<file path="src/sv/vpp_pkg.sv">
// ----------------------------------------------------------------------------
// vpp_pkg
// Types, constants and width helpers shared by the vertex projection pipeline.
// ----------------------------------------------------------------------------
package vpp_pkg;

   localparam int SCALE_BASE  = 5;
   localparam int DEPTH_MUL   = 10000;
   localparam int PERSP_LIMIT = 10000;
   localparam int SCREEN_MOD  = 32767;
   localparam int QUOT_BITS   = 32;
   localparam int CSR_IDX_W   = 4;

   typedef enum logic [CSR_IDX_W-1:0] {
      REG_MATRIX_ROW0 = 4'd0,
      REG_MATRIX_ROW1 = 4'd1,
      REG_MATRIX_ROW2 = 4'd2,
      REG_OFFSET_X    = 4'd3,
      REG_OFFSET_Y    = 4'd4,
      REG_OFFSET_Z    = 4'd5,
      REG_DEPTH       = 4'd6,
      REG_HALF_VIEW   = 4'd7
   } csr_index_type;

   typedef struct packed {
      logic signed [31:0] vertex_x;
      logic signed [31:0] vertex_y;
      logic signed [31:0] vertex_z;
   } vpp_req_type;

   typedef struct packed {
      logic signed [15:0] screen_x;
      logic signed [15:0] screen_y;
      logic signed [31:0] depth_out;
   } vpp_rsp_type;

   typedef struct packed {
      logic        [59:0] matrix_row0;
      logic        [59:0] matrix_row1;
      logic        [59:0] matrix_row2;
      logic signed [31:0] offset_x;
      logic signed [31:0] offset_y;
      logic signed [31:0] offset_z;
      logic        [31:0] depth_perception;
      logic        [31:0] half_view_size;
   } vpp_cfg_type;

   localparam vpp_cfg_type CFG_RESET = '{
      matrix_row0:      60'd65536,
      matrix_row1:      60'd68719476736,
      matrix_row2:      60'd72057594037927936,
      offset_x:         32'sd0,
      offset_y:         32'sd0,
      offset_z:         32'sd0,
      depth_perception: 32'd655360000,
      half_view_size:   32'd0
   };

   // rounded transform result, signed
   function automatic int vpp_rw(int frac, int ent);
      return ent + 36 - frac;
   endfunction

   // perspective denominator, unsigned
   function automatic int vpp_dw(int frac, int ent);
      int rmw;
      rmw = vpp_rw(frac, ent) - 1;
      return ((rmw > 32) ? rmw : 32) + 1;
   endfunction

   // dividend
   function automatic int vpp_aw(int frac, int ent);
      int nw;
      int mw;
      nw = vpp_rw(frac, ent) + 35;
      mw = vpp_dw(frac, ent) + frac;
      return ((nw > mw) ? nw : mw) + 1;
   endfunction

   // divisor
   function automatic int vpp_bw(int frac, int ent);
      return vpp_dw(frac, ent) + frac + 1;
   endfunction

endpackage

</file>
<file path="src/sv/vpp_screen.sv">
// ----------------------------------------------------------------------------
// vpp_screen
// Saturate, add view centre, signed remainder by 32767 and output register.
// ----------------------------------------------------------------------------
module vpp_screen
   import vpp_pkg::*;
(
   input  logic                 clock,
   input  logic                 reset,
   input  logic                 in_valid,
   input  logic [QUOT_BITS-1:0] quo_x,
   input  logic [QUOT_BITS-1:0] quo_y,
   input  logic                 ovf_x,
   input  logic                 ovf_y,
   input  logic                 neg_x,
   input  logic                 neg_y,
   input  logic signed [31:0]   depth,
   input  vpp_cfg_type          cfg,
   output logic                 rsp_strobe,
   output vpp_rsp_type          rsp_data
);

   localparam logic [31:0]        POS_MAX = 32'h7FFF_FFFF;
   localparam logic [31:0]        NEG_MAX = 32'h8000_0000;
   localparam logic signed [33:0] HI_SAT  = 34'sh0_7FFF_FFFF;
   localparam logic signed [33:0] LO_SAT  = -34'sh0_8000_0000;
   localparam logic [15:0]        MOD     = 16'(SCREEN_MOD);

   logic [1:0]         vld_ff;

   logic [31:0]        lim_x, lim_y, mag_x, mag_y;
   logic signed [32:0] xq_ff, xq_in, yq_ff, yq_in;
   logic signed [31:0] dz1_ff;

   logic signed [33:0] sum_x, sum_y, cl_x, cl_y;
   logic [31:0]        am_ff [2];
   logic [31:0]        am_in [2];
   logic [1:0]         an_ff;
   logic signed [31:0] dz2_ff;

   logic [16:0]        fold1 [2];
   logic [15:0]        fold2 [2];
   logic [15:0]        rem [2];
   logic signed [15:0] scr [2];
   logic               strobe_ff;
   vpp_rsp_type        rsp_ff;

   always_comb begin
      lim_x = neg_x ? NEG_MAX : POS_MAX;
      lim_y = neg_y ? NEG_MAX : POS_MAX;
      mag_x = (ovf_x || (quo_x > lim_x)) ? lim_x : quo_x;
      mag_y = (ovf_y || (quo_y > lim_y)) ? lim_y : quo_y;
      xq_in = neg_x ? -$signed(33'(mag_x)) : $signed(33'(mag_x));
      yq_in = neg_y ? -$signed(33'(mag_y)) : $signed(33'(mag_y));

      sum_x = 34'(xq_ff) + $signed(34'(cfg.half_view_size[15:0]));
      sum_y = $signed(34'(cfg.half_view_size[31:16])) - 34'(yq_ff);
      cl_x  = (sum_x > HI_SAT) ? HI_SAT : ((sum_x < LO_SAT) ? LO_SAT : sum_x);
      cl_y  = (sum_y > HI_SAT) ? HI_SAT : ((sum_y < LO_SAT) ? LO_SAT : sum_y);
      am_in[0] = cl_x[33] ? 32'(-cl_x) : 32'(cl_x);
      am_in[1] = cl_y[33] ? 32'(-cl_y) : 32'(cl_y);

      // 2^15 = 1 mod 32767: fold 15-bit digits
      for (int i = 0; i < 2; i++) begin
         fold1[i] = 17'(am_ff[i][14:0]) + 17'(am_ff[i][29:15]) + 17'(am_ff[i][31:30]);
         fold2[i] = 16'(fold1[i][14:0]) + 16'(fold1[i][16:15]);
         rem[i]   = (fold2[i] >= MOD) ? fold2[i] - MOD : fold2[i];
         scr[i]   = an_ff[i] ? -$signed(rem[i]) : $signed(rem[i]);
      end
   end

   always_ff @(posedge clock) begin
      if (reset) begin
         vld_ff    <= '0;
         strobe_ff <= 1'b0;
      end else begin
         vld_ff    <= {vld_ff[0], in_valid};
         strobe_ff <= vld_ff[1];
      end
      xq_ff  <= xq_in;
      yq_ff  <= yq_in;
      dz1_ff <= depth;
      am_ff  <= am_in;
      an_ff  <= {cl_y[33], cl_x[33]};
      dz2_ff <= dz1_ff;
      rsp_ff.screen_x  <= scr[0];
      rsp_ff.screen_y  <= scr[1];
      rsp_ff.depth_out <= dz2_ff;
   end

   assign rsp_strobe = strobe_ff;
   assign rsp_data   = rsp_ff;

endmodule

</file>
<file path="config.mk">
export PLATFORM = sky130hd
export DESIGN_NAME = vpp_screen
export DESIGN_NICKNAME = d
export VERILOG_FILES = /design/src/sv/vpp_pkg.sv /design/src/sv/vpp_screen.sv
export SDC_FILE = /design/constraint.sdc
export NUM_CORES = 1
export LEC_CHECK = 0
export BUFFER_PORTS_ARGS = -buffer_cell sky130_fd_sc_hd__clkbuf_2
export CAP_MARGIN = 20
export CORE_AREA = 2 2 197 199
export DETAILED_ROUTE_END_ITERATION = 10
export DIE_AREA = 0 0 199 201
export GPL_TIMING_DRIVEN = 0
export HOLD_SLACK_MARGIN = 0.15
export PLACE_DENSITY = 0.75
export SYNTH_ARGS = -nofsm -noshare
export SYNTH_HDL_FRONTEND = slang
export SYNTH_SLANG_ARGS = --single-unit
</file>
<file path="constraint.sdc">
create_clock -name clock -period 10.94 [get_ports clock]
set_clock_uncertainty 0.15 [all_clocks]
set_input_delay 1.641 -clock clock [delete_from_list [all_inputs] [get_ports clock]]
set_output_delay 1.641 -clock clock [all_outputs]
set_load 0.01 [all_outputs]
</file>
==> results by group <==
Floorplanning
  • Die ar.: 0.0400 mm²
  • Cell row count: 72
  • Die Width: 199 µm
  • # IOs: 508
  • Starting Density: 0.478
  • Core Region: 0.0381 mm²
  • Die H: 201 µm

Global routing
  • Largest net degree at the start of global routing: 32
  • Global-route wire length before repair: 82.2 mm
  • Initial antenna violation count: 0
  • All-layer global routing usage: 0.249
  • Remaining Overflow, GRT: 0
  • Vias in the first global route: 16,400

CTS
  • Htree depth: 1
  • CTS buffer count: 27
  • Clock buffer depth: 3
  • Worst skew pair latency: 570 ps
  • CTS root buf: clkbuf_16
  • Clk sink count: 263
  • Setup bufs post-CTS: 0
  • Hold_buf cts: 0
  • # resized after CTS: 0
  • CTS tree: yes
  • Clock Pin Slew Worst Setup and Hold Paths: 60 ps

Pwr
  • Pleak: 8.91 nW
  • Worst VDD drop: 151 µV
  • Pwr Density: 284 mW/mm²

Critical path
  • Worst setup SP type: register
  • Critical Path End Type: register
  • CP required: 11,200 ps
  • Critical Path AT: 8810 ps
  • Crit Path Category: register to register
  • Largest stage delay, worst path: 650 ps
  • Crit-path most repeated cell: a21o_1
  • CP max stage cell: or4_1
  • Crit path max fanout: 8

Timing
  • Final hold vios: 0
  • Setup TNS: 0 ps
  • Fin. max-slew vios: 0
  • Fmax: 117 MHz
  • Final Cycle Share: 0.781
  • Final hold slack: 164 ps
  • RSZ-0062 raised after global routing: false
  • Worst rel slew slack: 0.234
  • Minimum clock period: 8550 ps
  • Finish-stage setup viols: 0
  • Slew @ Worst Pin: 1150 ps

Synth
  • Top_reg_cell synth: dfxtp_1
  • Synth area leaders: dfxtp_1, ha_1, xnor2_1, a21oi_1, nand2_1
  • Synth top area share: 0.289
  • Synthesized area per cell: 8.11 µm²
  • Post-Syn Nets: 2,864
  • Post-synthesis register bit count: 263
  • Post-synthesis cell count: 2,247
  • Sequential area share after synthesis: 0.289
  • Post-synth ARST share: 0
  • Post-synth cell types: 89
  • Synth area leader: dfxtp_1
  • Post-Syn Area: 0.0182 mm²
  • Synth warnings: 0
  • Post-synth EDFFs: 0

Detailed routing
  • WL per Instance: 16.9 µm
  • DRT iter0 DRCs: 1,272
  • First-pass DRT Iterations: 5
  • Routed Antenna Nets: 0
  • Final WL: 50.9 mm
  • Drt drc: 0
  • Via count: 17,400
  • Vias/cell: 5.78

Finish
  • Final core occ: 0.546
  • Design area: 0.0208 mm²
  • Layout cells sized above 1: 0.116
  • Filler Cell Count: 3,582
  • Final Net Count: 3,092
  • Number of diodes: 0
  • Area Overhead vs Synth: 14.2%

Min path
  • Hold Crit Class: register to register

Outcome
  • Outcome: finished clean

Placed design
  • Port Buffers: 199
  • RD Place Congestion: 0.931
  • Placed Area: 0.0199 mm²
  • Post-DP HPWL: 40.3 mm

Run
  • Max Cap Viol: 0
layout make-up:
class,count,area (µm²),area share
Timing Repair Buffer,199,996,0.0478
Tap cell,518,648,0.0311
Inverter,82,308,0.0148
Clock buffer,37,783,0.0376
Multi-Input combinational cell,1814,12300,0.591
Clock inverter,10,159,0.00763
Sequential cell,263,5270,0.253
Buffer,88,352,0.0169
final timing paths:
kind,depth (start not counted),endpoint,slack (ps),startpoint
min,0,dz2_ff[15],160,dz1_ff[15]
max,32,rsp_data[60],2390,am_ff[33]
min reg2reg,0,dz2_ff[15],160,dz1_ff[15]
max reg2reg,32,rsp_data[60],2390,am_ff[33]
Yosys cell counts (8+ instances only):
cell,n
a21oi_1,172
nand2b_1,28
nor3_1,80
ha_1,164
or3_1,35
o21ai_0,142
o21a_1,27
and3_1,25
nand3_1,54
a21boi_0,10
nor2_1,184
dfxtp_1,263
and2_1,11
o22a_1,15
xnor2_1,100
a211oi_1,16
o211ai_1,17
or4_1,13
xor2_1,68
o21bai_1,11
mux2i_1,16
a41oi_1,8
fa_1,10
nand2_1,190
clkbuf_1,75
nor3b_1,15
a21o_1,70
or2_2,8
o31ai_1,22
nor2b_1,38
nand4_1,29
inv_1,79
nor4_1,22
a31oi_1,54
a211o_1,11
stage by stage:
stage	setup slack (ps)	power, mW	std cells
detailed placement	2000	4.90	2964
floorplan	3530	4.00	2247
global placement	2140	4.81	2964
global route	1770	6.38	3011
CTS	2450	5.89	3011
finish	2390	5.91	3011
state kept, by name, indices dropped and copies added (netlist names):
| name | flops |
|---|---|
| am_ff | 64 |
| an_ff | 2 |
| dz1_ff | 32 |
| dz2_ff | 32 |
| rsp_data | 64 |
| rsp_strobe | 1 |
| vld_ff | 2 |
| xq_ff | 33 |
| yq_ff | 33 |
cell usage in the layout, fill, tap and decap left out, types with 78 or more instances in the layout:
| master | count |
|---|---|
| ha_1 | 164 |
| xnor2_1 | 100 |
| nor3_1 | 80 |
| inv_1 | 79 |
| clkbuf_1 | 78 |
| a21oi_1 | 172 |
| o21ai_0 | 142 |
| nand2_1 | 190 |
| dfxtp_1 | 263 |
| nor2_1 | 184 |
| clkbuf_2 | 199 |
kinds of logic after synthesis:
group / after synthesis / share of synthesized area
simple gates: 771 / 0.214
compound gates: 682 / 0.246
flops: 263 / 0.289
fa+ha+maj: 174 / 0.124
buf+inv: 170 / 0.0362
xor+xnor: 169 / 0.0816
mux: 18 / 0.0100
report_power, final:
group          switching [mW]  total (mW)  internal [mW]  leakage [nW]
Sequential             0.0731        1.22           1.15          2.21
Combinational            2.32        3.73           1.41          6.23
Clock                   0.385       0.959          0.574         0.457
critical path: cells and delay by family (launching register included):
| kind | cells | cell delay [ps] |
|---|---|---|
| AOI/OAI and AO/OA | 14 | 3150 |
| and+or+nand+nor | 7 | 2130 |
| adders and majority gates | 6 | 2070 |
| muxes | 2 | 370 |
| DFF | 1 | 310 |
| buffers and inverters | 2 | 100 |
| xor gates and xnor gates | 1 | 90 |
metal layers:
metal / up-vias / GRT usage / share of wire
met5: - / 0 / 0
met4: 0 / 0.0845 / 0.031
met3: 95 / 0.0291 / 0.056
met2: 570 / 0.425 / 0.47
met1: 8039 / 0.324 / 0.45
li1: 8708 / - / -
(Power assumes the default switching activity.)
