### src/sv/vpp_pkg.sv
// ----------------------------------------------------------------------------
// vpp_pkg
// Types, constants and width helpers shared by the vertex projection pipeline.
// ----------------------------------------------------------------------------
package vpp_pkg;

   localparam int SCALE_BASE  = 5;
   localparam int DEPTH_MUL   = 10000;
   localparam int PERSP_LIMIT = 10000;
   localparam int SCREEN_MOD  = 32767;
   localparam int QUOT_BITS   = 32;
   localparam int CSR_IDX_W   = 4;

   typedef enum logic [CSR_IDX_W-1:0] {
      REG_MATRIX_ROW0 = 4'd0,
      REG_MATRIX_ROW1 = 4'd1,
      REG_MATRIX_ROW2 = 4'd2,
      REG_OFFSET_X    = 4'd3,
      REG_OFFSET_Y    = 4'd4,
      REG_OFFSET_Z    = 4'd5,
      REG_DEPTH       = 4'd6,
      REG_HALF_VIEW   = 4'd7
   } csr_index_type;

   typedef struct packed {
      logic signed [31:0] vertex_x;
      logic signed [31:0] vertex_y;
      logic signed [31:0] vertex_z;
   } vpp_req_type;

   typedef struct packed {
      logic signed [15:0] screen_x;
      logic signed [15:0] screen_y;
      logic signed [31:0] depth_out;
   } vpp_rsp_type;

   typedef struct packed {
      logic        [59:0] matrix_row0;
      logic        [59:0] matrix_row1;
      logic        [59:0] matrix_row2;
      logic signed [31:0] offset_x;
      logic signed [31:0] offset_y;
      logic signed [31:0] offset_z;
      logic        [31:0] depth_perception;
      logic        [31:0] half_view_size;
   } vpp_cfg_type;

   localparam vpp_cfg_type CFG_RESET = '{
      matrix_row0:      60'd65536,
      matrix_row1:      60'd68719476736,
      matrix_row2:      60'd72057594037927936,
      offset_x:         32'sd0,
      offset_y:         32'sd0,
      offset_z:         32'sd0,
      depth_perception: 32'd655360000,
      half_view_size:   32'd0
   };

   // rounded transform result, signed
   function automatic int vpp_rw(int frac, int ent);
      return ent + 36 - frac;
   endfunction

   // perspective denominator, unsigned
   function automatic int vpp_dw(int frac, int ent);
      int rmw;
      rmw = vpp_rw(frac, ent) - 1;
      return ((rmw > 32) ? rmw : 32) + 1;
   endfunction

   // dividend
   function automatic int vpp_aw(int frac, int ent);
      int nw;
      int mw;
      nw = vpp_rw(frac, ent) + 35;
      mw = vpp_dw(frac, ent) + frac;
      return ((nw > mw) ? nw : mw) + 1;
   endfunction

   // divisor
   function automatic int vpp_bw(int frac, int ent);
      return vpp_dw(frac, ent) + frac + 1;
   endfunction

endpackage

### src/sv/vpp_csr.sv
// ----------------------------------------------------------------------------
// vpp_csr
// Configuration register file.
// ----------------------------------------------------------------------------
module vpp_csr
   import vpp_pkg::*;
(
   input  logic                 clock,
   input  logic                 reset,
   input  logic                 csr_valid,
   output logic                 csr_ready,
   input  logic [CSR_IDX_W-1:0] csr_index,
   input  logic [59:0]          csr_wdata,
   output vpp_cfg_type          cfg
);

   vpp_cfg_type cfg_ff;

   always_ff @(posedge clock) begin
      if (reset) begin
         cfg_ff <= CFG_RESET;
      end else if (csr_valid) begin
         case (csr_index)
            REG_MATRIX_ROW0: cfg_ff.matrix_row0 <= csr_wdata;
            REG_MATRIX_ROW1: cfg_ff.matrix_row1 <= csr_wdata;
            REG_MATRIX_ROW2: cfg_ff.matrix_row2 <= csr_wdata;
            REG_OFFSET_X:    cfg_ff.offset_x <= csr_wdata[31:0];
            REG_OFFSET_Y:    cfg_ff.offset_y <= csr_wdata[31:0];
            REG_OFFSET_Z:    cfg_ff.offset_z <= csr_wdata[31:0];
            REG_DEPTH:       cfg_ff.depth_perception <= csr_wdata[31:0];
            REG_HALF_VIEW:   cfg_ff.half_view_size <= csr_wdata[31:0];
            default: ;
         endcase
      end
   end

   assign csr_ready = 1'b1;
   assign cfg       = cfg_ff;

endmodule

### config.mk
export PLATFORM = sky130hd
export DESIGN_NAME = vpp_csr
export DESIGN_NICKNAME = d
export VERILOG_FILES = /design/src/sv/vpp_pkg.sv /design/src/sv/vpp_csr.sv
export SDC_FILE = /design/constraint.sdc
export NUM_CORES = 1
export LEC_CHECK = 0
export ABC_CLOCK_PERIOD_IN_PS = 2700
export BUFFER_PORTS_ARGS = -buffer_cell sky130_fd_sc_hd__buf_2
export CAP_MARGIN = 40
export CORE_UTILIZATION = 55
export CTS_CLUSTER_SIZE = 8
export DETAILED_ROUTE_END_ITERATION = 10
export PLACE_DENSITY = 0.85
export SLEW_MARGIN = 20
export SYNTH_ARGS = -nofsm -noshare
export SYNTH_HDL_FRONTEND = slang
export SYNTH_SLANG_ARGS = --single-unit
### constraint.sdc
create_clock -name clock -period 2.7 [get_ports clock]
set_input_delay 0.135 -clock clock [delete_from_list [all_inputs] [get_ports clock]]
set_output_delay 0.135 -clock clock [all_outputs]
set_load 0.005 [all_outputs]
==> metrics.cfg, run 1 <==
[synth]
synth_top_cell_by_area=sky130_fd_sc_hd__dfxtp_1
synth.cell_area_mm2=0.0134
netlist_instances=1212
count_of_flip_flops_with_a_built_in_enable_after_synthesis=0
yosys_most_used_dff=sky130_fd_sc_hd__dfxtp_1
synth.net_count=1279
ys_seq_elements=340
most_frequently_used_cell_type_in_the_post_synthesis_netlist=sky130_fd_sc_hd__nand2b_1
synth.area.top_cells=sky130_fd_sc_hd__dfxtp_1, sky130_fd_sc_hd__mux2i_1, sky130_fd_sc_hd__nand2b_1
synth_top_cell_area_share_pct=50.9
synth.distinct_cells=19
ys_async_sr_fraction_pct=0
post_synth_most_frequent_cells=sky130_fd_sc_hd__nand2b_1, sky130_fd_sc_hd__dfxtp_1, sky130_fd_sc_hd__mux2i_1, sky130_fd_sc_hd__clkbuf_1, sky130_fd_sc_hd__buf_2
yosysSeqAreaShare_pct=50.9
avgSynthCellArea_um2=11.0
synth_warnings=0

[cts]
ctsHtreeMaxLevel=2
clk_transition_reported_paths_ps=50
worstSkewPairLatency_ps=530
post_cts_resize_count=0
root_buffer=sky130_fd_sc_hd__clkbuf_16
cts_tree=built
cts_max_path_buffers=3
tritoncts.num_buffers=48
clock_sinks=340

[timing]
totalNegativeSetupSlack_ps=0
post-route-min-period_ps=1790
timing.final.max_slew_violations=0
setup_viol_count_final=0
fin_crit_sh_pct=66.3
timing.max_slew.rel_slack_pct=56.9
worst_slew_pin_slew_ps=646
clock_skew_ps=0
timing.final.hold_violations=0
grt_setup_unrepaired=false
f_max_mhz=558
timing.hold.ws_ps=52.6
post-route-worst-setup-slack_ps=909

[global_routing]
grt_start_max_net_pins=102
grt_most_used_layer=met2
grt_antenna_before_repair=0
globalRouteTotalUtil_pct=29.0
use_met3_pct=7.31
global_route.overflow_total=0
gr-usage-met1_pct=32.6
grt_util_met2_pct=49.7
grt_pass1_wl_um=55700
number_of_global_route_vias_before_repair=10200

[routing]
avgRoutedWirePerCell_um=19.1
first_iter_violations=530
detail-route-antenna-nets=0
routed-via-count=10100
drt-vias-per-instance=5.21
drt_wl_total_um=37000
drc=0
detail_route.first_pass.iterations=4

[placed_design]
pre_cts_ws_ps=809
place.port_buffers=406
place.gp.congestion=0.803
dp_hpwl_um=24300

[pwr]
leakagePower_nw=9.23
vdd.ir_drop.worst_mv=0.484
internal-power_w=0.00861
comb_power_share_pct=5.6
power_frac_clock_pct=47.7
report.power.total_w=0.0110
power_frac_seq_pct=46.7
switching_portion_of_total_power_pct=21.5
p_per_area_mw_per_mm2=639
netSwitchingPower_w=0.00236

[worst_setup_path]
r2r-start=cfg[159]$_SDFFE_PP0P_
critical_path.startpoint_type=input port
crit_path_top_delay_cell=sky130_fd_sc_hd__dlygate4sd3_1
setup.worst_path.class=input port to flip-flop
crit-reg2reg-capture=cfg[159]$_SDFFE_PP0P_
crit_path_max_incr_delay_ps=530
worstPathRequired_ps=3080
critPathMaxFanout=32
arrival_ps=2180
r2r_cells=2
reg2reg_slack_ps=1960
crit_family=buffers and inverters
cp_num_buf_inv=3
crit_path_end_kind=flip-flop
path_cells=dlygate4sd3_1, buf_2, nor2b_1, nand2_4, buf_12, mux2i_1

[die]
site_rows=56
placeableCoreArea_mm2=0.0236
fp.dieArea_mm2=0.0249
die_width_um=158
die_height_um=158
effective_utilization_at_floorplan_pct=56.6
floorplan.io_pins=408

[status]
outcome=finished, final reports clean

[cells_and_area]
area_of_the_multi_input_gates_mm2=0.00605
sequential_cell_area_mm2=0.00681
areaGrowthSynthToFinish_pct=28.5
layout-drive-gt1-share_pct=30.2
final_util_pct=72.7
nNetsFinal=1687
antenna-diode-count=0
number_of_flip_flops_in_the_largest_register=340
fill_cells=1663

[hold_path]
min_delay_path_depth=3
hold_end=cfg[115]$_SDFFE_PP0P_
hold_path.startpoint=csr_wdata[19]
worstHoldPathType=input port to flip-flop

[run]
max_cap_viol_count=0

-- metal layers --
layer | up-vias | wire, um
met5 | - | 0
met4 | 0 | 2020
met3 | 119 | 2730
met2 | 390 | 17800
met1 | 4860 | 14500
li1 | 4743 | -
-- worst max path at each step --
| stage | start | end | slack, ps | cells past startpoint |
|---|---|---|---|---|
| 6_report | csr_index[1] | cfg[160]$_SDFFE_PP0P_ | 910 | 6 |
| 3_5_place_dp | csr_index[3] | cfg[284]$_SDFFE_PP0P_ | 810 | 4 |
| 4_1_cts | csr_index[2] | cfg[319]$_SDFFE_PP0P_ | 860 | 5 |
| 5_1_grt | csr_index[1] | cfg[173]$_SDFFE_PP0P_ | 840 | 6 |
| 3_3_place_gp | csr_index[3] | cfg[289]$_SDFFE_PP0P_ | 930 | 4 |
| 2_1_floorplan | csr_index[3] | cfg[269]$_SDFFE_PP0P_ | 1560 | 5 |
-- stage by stage --
step | cell area (um^2) | instances
5_1_grt | 17200 | 1942
2_1_floorplan | 13400 | 1212
3_5_place_dp | 15500 | 1851
3_3_place_gp | 15500 | 1851
6_report | 17200 | 1942
4_1_cts | 17100 | 1941
-- what timing repair did --
action / CTS / global route
hold buffers: 37 / 0
setup buffers: 0 / 0
endpoints found under the hold margin: 91 / 0
setup endpoints to repair: 0 / 0
-- power by group through the flow --
stage | Combinational [W] | Sequential, W | Clock (W)
global route | 0.000656 | 0.00513 | 0.00552
finish | 0.000614 | 0.00513 | 0.00523
global placement | 0.000556 | 0.00522 | 0
CTS | 0.000608 | 0.00513 | 0.00530
floorplan | 0.000341 | 0.00523 | 0
detailed placement | 0.000564 | 0.00523 | 0
-- worst reg2reg max path: stages (launching register included) --
cell and delay (ps):
sky130_fd_sc_hd__dfxtp_1 380, sky130_fd_sc_hd__nand2b_1 90, sky130_fd_sc_hd__mux2i_1 180
-- area by class of cell --
type / instances / area share (%)
well taps: 319 / 2.32
flip-flops and latches: 340 / 39.6
repair buffers: 465 / 15.3
clock buffers: 51 / 7.31
clock inverters: 2 / 0.124
multi-input cells: 765 / 35.3
-- cell families after synthesis --
| family | after synthesis | synth area share, % |
|---|---|---|
| and+or+nand+nor | 424 | 19.7 |
| buffers and inverters | 107 | 3.89 |
| muxes | 340 | 25.5 |
| DFF | 340 | 50.9 |
| other | 1 | 0.0281 |
-- cells in the final DEF (no fill, tap or decap), drive strengths merged --
cell	Yosys	routed
buf	55	427
nand2b	392	392
mux2i	340	340
dfxtp	340	340
clkbuf	52	52
dlygate4sd3	0	37
nor2	17	17
nand2	6	6
and2	3	3
nor2b	2	2
nand3	2	2
clkinv	0	2
nor3b	1	1
and3b	1	1
conb	1	1
(Power assumes the default switching activity.)
==> inputs of run 2 (changes only) <==
Settings changed: ABC_CLOCK_PERIOD_IN_PS 2700 to 1700, CORE_ASPECT_RATIO from default to 1.1, CORE_UTILIZATION 55 to 51, PLACE_DENSITY 0.85 to 0.79.
Clock period 2.7 ns to 1.7 ns, I/O delays scaled along.
==> run 2 against run 1 <==
  * Cell count is 1.6% higher
  * Largest power group unchanged
  * First-iteration DRC count is 27% lower
  * Largest cell class unchanged
  * Worst setup slack worse by 370 ps
==> metrics.cfg, run 2 (same netlist as run 1, synthesis figures left out) <==
[pwr]
switching_portion_of_total_power_pct=21.1
leakagePower_nw=9.32
vdd.ir_drop.worst_mv=0.884
comb_power_share_pct=5.8
power_frac_seq_pct=46.8
power_frac_clock_pct=47.5
p_per_area_mw_per_mm2=1000
internal-power_w=0.0137
netSwitchingPower_w=0.00368

[die]
die_width_um=156
placeableCoreArea_mm2=0.0255
fp.dieArea_mm2=0.0268
effective_utilization_at_floorplan_pct=52.4
floorplan.io_pins=408
die_height_um=172
site_rows=61

[cells_and_area]
number_of_flip_flops_in_the_largest_register=340
final_cell_area_mm2=0.0174
layout_common_cells=sky130_fd_sc_hd__buf_2, sky130_fd_sc_hd__nand2b_1, sky130_fd_sc_hd__mux2i_1, sky130_fd_sc_hd__dfxtp_1, sky130_fd_sc_hd__clkbuf_16
areaGrowthSynthToFinish_pct=29.9
layout_commonest_cell=sky130_fd_sc_hd__buf_2
layout.cells.non_filler=1973
layout-drive-gt1-share_pct=30.6
nNetsFinal=1693

[cts]
tritoncts.num_buffers=48
cts_max_path_buffers=3
ctsHoldBuffers=34
cts_tree=built
root_buffer=sky130_fd_sc_hd__clkbuf_16
clk_transition_reported_paths_ps=50
cts.repair_timing.setup_buffer_count=0
ctsHtreeMaxLevel=2
post_cts_resize_count=0
worstSkewPairLatency_ps=510
clock_sinks=340

[timing]
fin_crit_sh_pct=68.5
timing.hold.ws_ps=41.0
clock_skew_ps=0
post-route-min-period_ps=1160
grt_setup_unrepaired=false
timing.final.hold_violations=0
setup_viol_count_final=0
timing.final.max_slew_violations=0
f_max_mhz=858
worst_slew_pin_slew_ps=612
timing.max_slew.rel_slack_pct=59.2
totalNegativeSetupSlack_ps=0

[worst_setup_path]
critPathMaxFanout=2
crit_start=cfg[339]$_SDFFE_PP0P_
crit_path_max_incr_delay_ps=390
crit_family=flip-flops
worstSetupPathDepth=1
critical_path.startpoint_type=flip-flop
path_cells=buf_2
r2r_cells=2
worstPathRequired_ps=1620
cp_num_buf_inv=1
arrival_ps=1080
r2r-start=cfg[267]$_SDFFE_PP0P_
setup.worst_path.class=flip-flop to primary output
crit_path_end_kind=primary output
crit_path_top_delay_cell=sky130_fd_sc_hd__dfxtp_1
reg2reg_slack_ps=1000

[hold_path]
worstHoldPathType=input port to flip-flop
hold_path.startpoint=csr_wdata[14]
min_delay_path_depth=3

[run]
max_cap_viol_count=0

[global_routing]
grt_pass1_wl_um=55400
grt_start_max_net_pins=58
global_route.overflow_total=0
grt_antenna_before_repair=1
number_of_global_route_vias_before_repair=10000
globalRouteTotalUtil_pct=26.6

[placed_design]
place_area_mm2=0.0158
place.gp.congestion=0.790
dp_hpwl_um=24500
place.port_buffers=406
dp.cells=1888

[routing]
routed-via-count=9940
drt-vias-per-instance=5.04
first_iter_violations=389
detail_route.first_pass.iterations=4
avgRoutedWirePerCell_um=18.6
drt_wl_total_um=36800
detail-route-antenna-nets=0
drc=0

[status]
outcome=finished, final reports clean

==> run 2: cell type report <==
class	instances	area, um^2
Timing Repair Buffer	471	2800
Clock buffer	49	1230
Multi-Input combinational cell	765	6060
Tap cell	346	433
Fill cell	2006	8140
Sequential cell	340	6810
Clock inverter	1	30.0
Antenna cell	1	2.50
==> run 2: stage by stage <==
stage	setup slack (ps)	util (%)	power, W
floorplan	607	-	0.00885
global placement	269	61.8	0.00922
detailed placement	214	61.8	0.00923
CTS	518	68.1	0.0175
global route	518	68.1	0.0180
finish	535	68.1	0.0174
==> run 2: final timing paths <==
| kind | end |
|---|---|
| worst min-delay path | cfg[46]$_SDFFE_PP0P_ |
| worst max-delay path | cfg[339] |
| worst min register to register | cfg[293]$_SDFFE_PP0P_ |
| worst max register to register | cfg[267]$_SDFFE_PP0P_ |
==> run 2: per-layer routing <==
metal,vias up,track usage [%],wire length [um]
met2,350,45.0,17500
li1,4751,-,-
met5,-,0,0
met3,100,6.93,2560
met1,4739,31.2,15100
met4,0,13.2,1660
==> run 2: power by group through the flow <==
| stage | Clock, W | Combinational [W] | Sequential (W) |
|---|---|---|---|
| floorplan | 0 | 0.000542 | 0.00831 |
| global placement | 0 | 0.000923 | 0.00830 |
| detailed placement | 0 | 0.000936 | 0.00830 |
| CTS | 0.00839 | 0.00100 | 0.00815 |
| global route | 0.00874 | 0.00107 | 0.00815 |
| finish | 0.00826 | 0.00100 | 0.00815 |
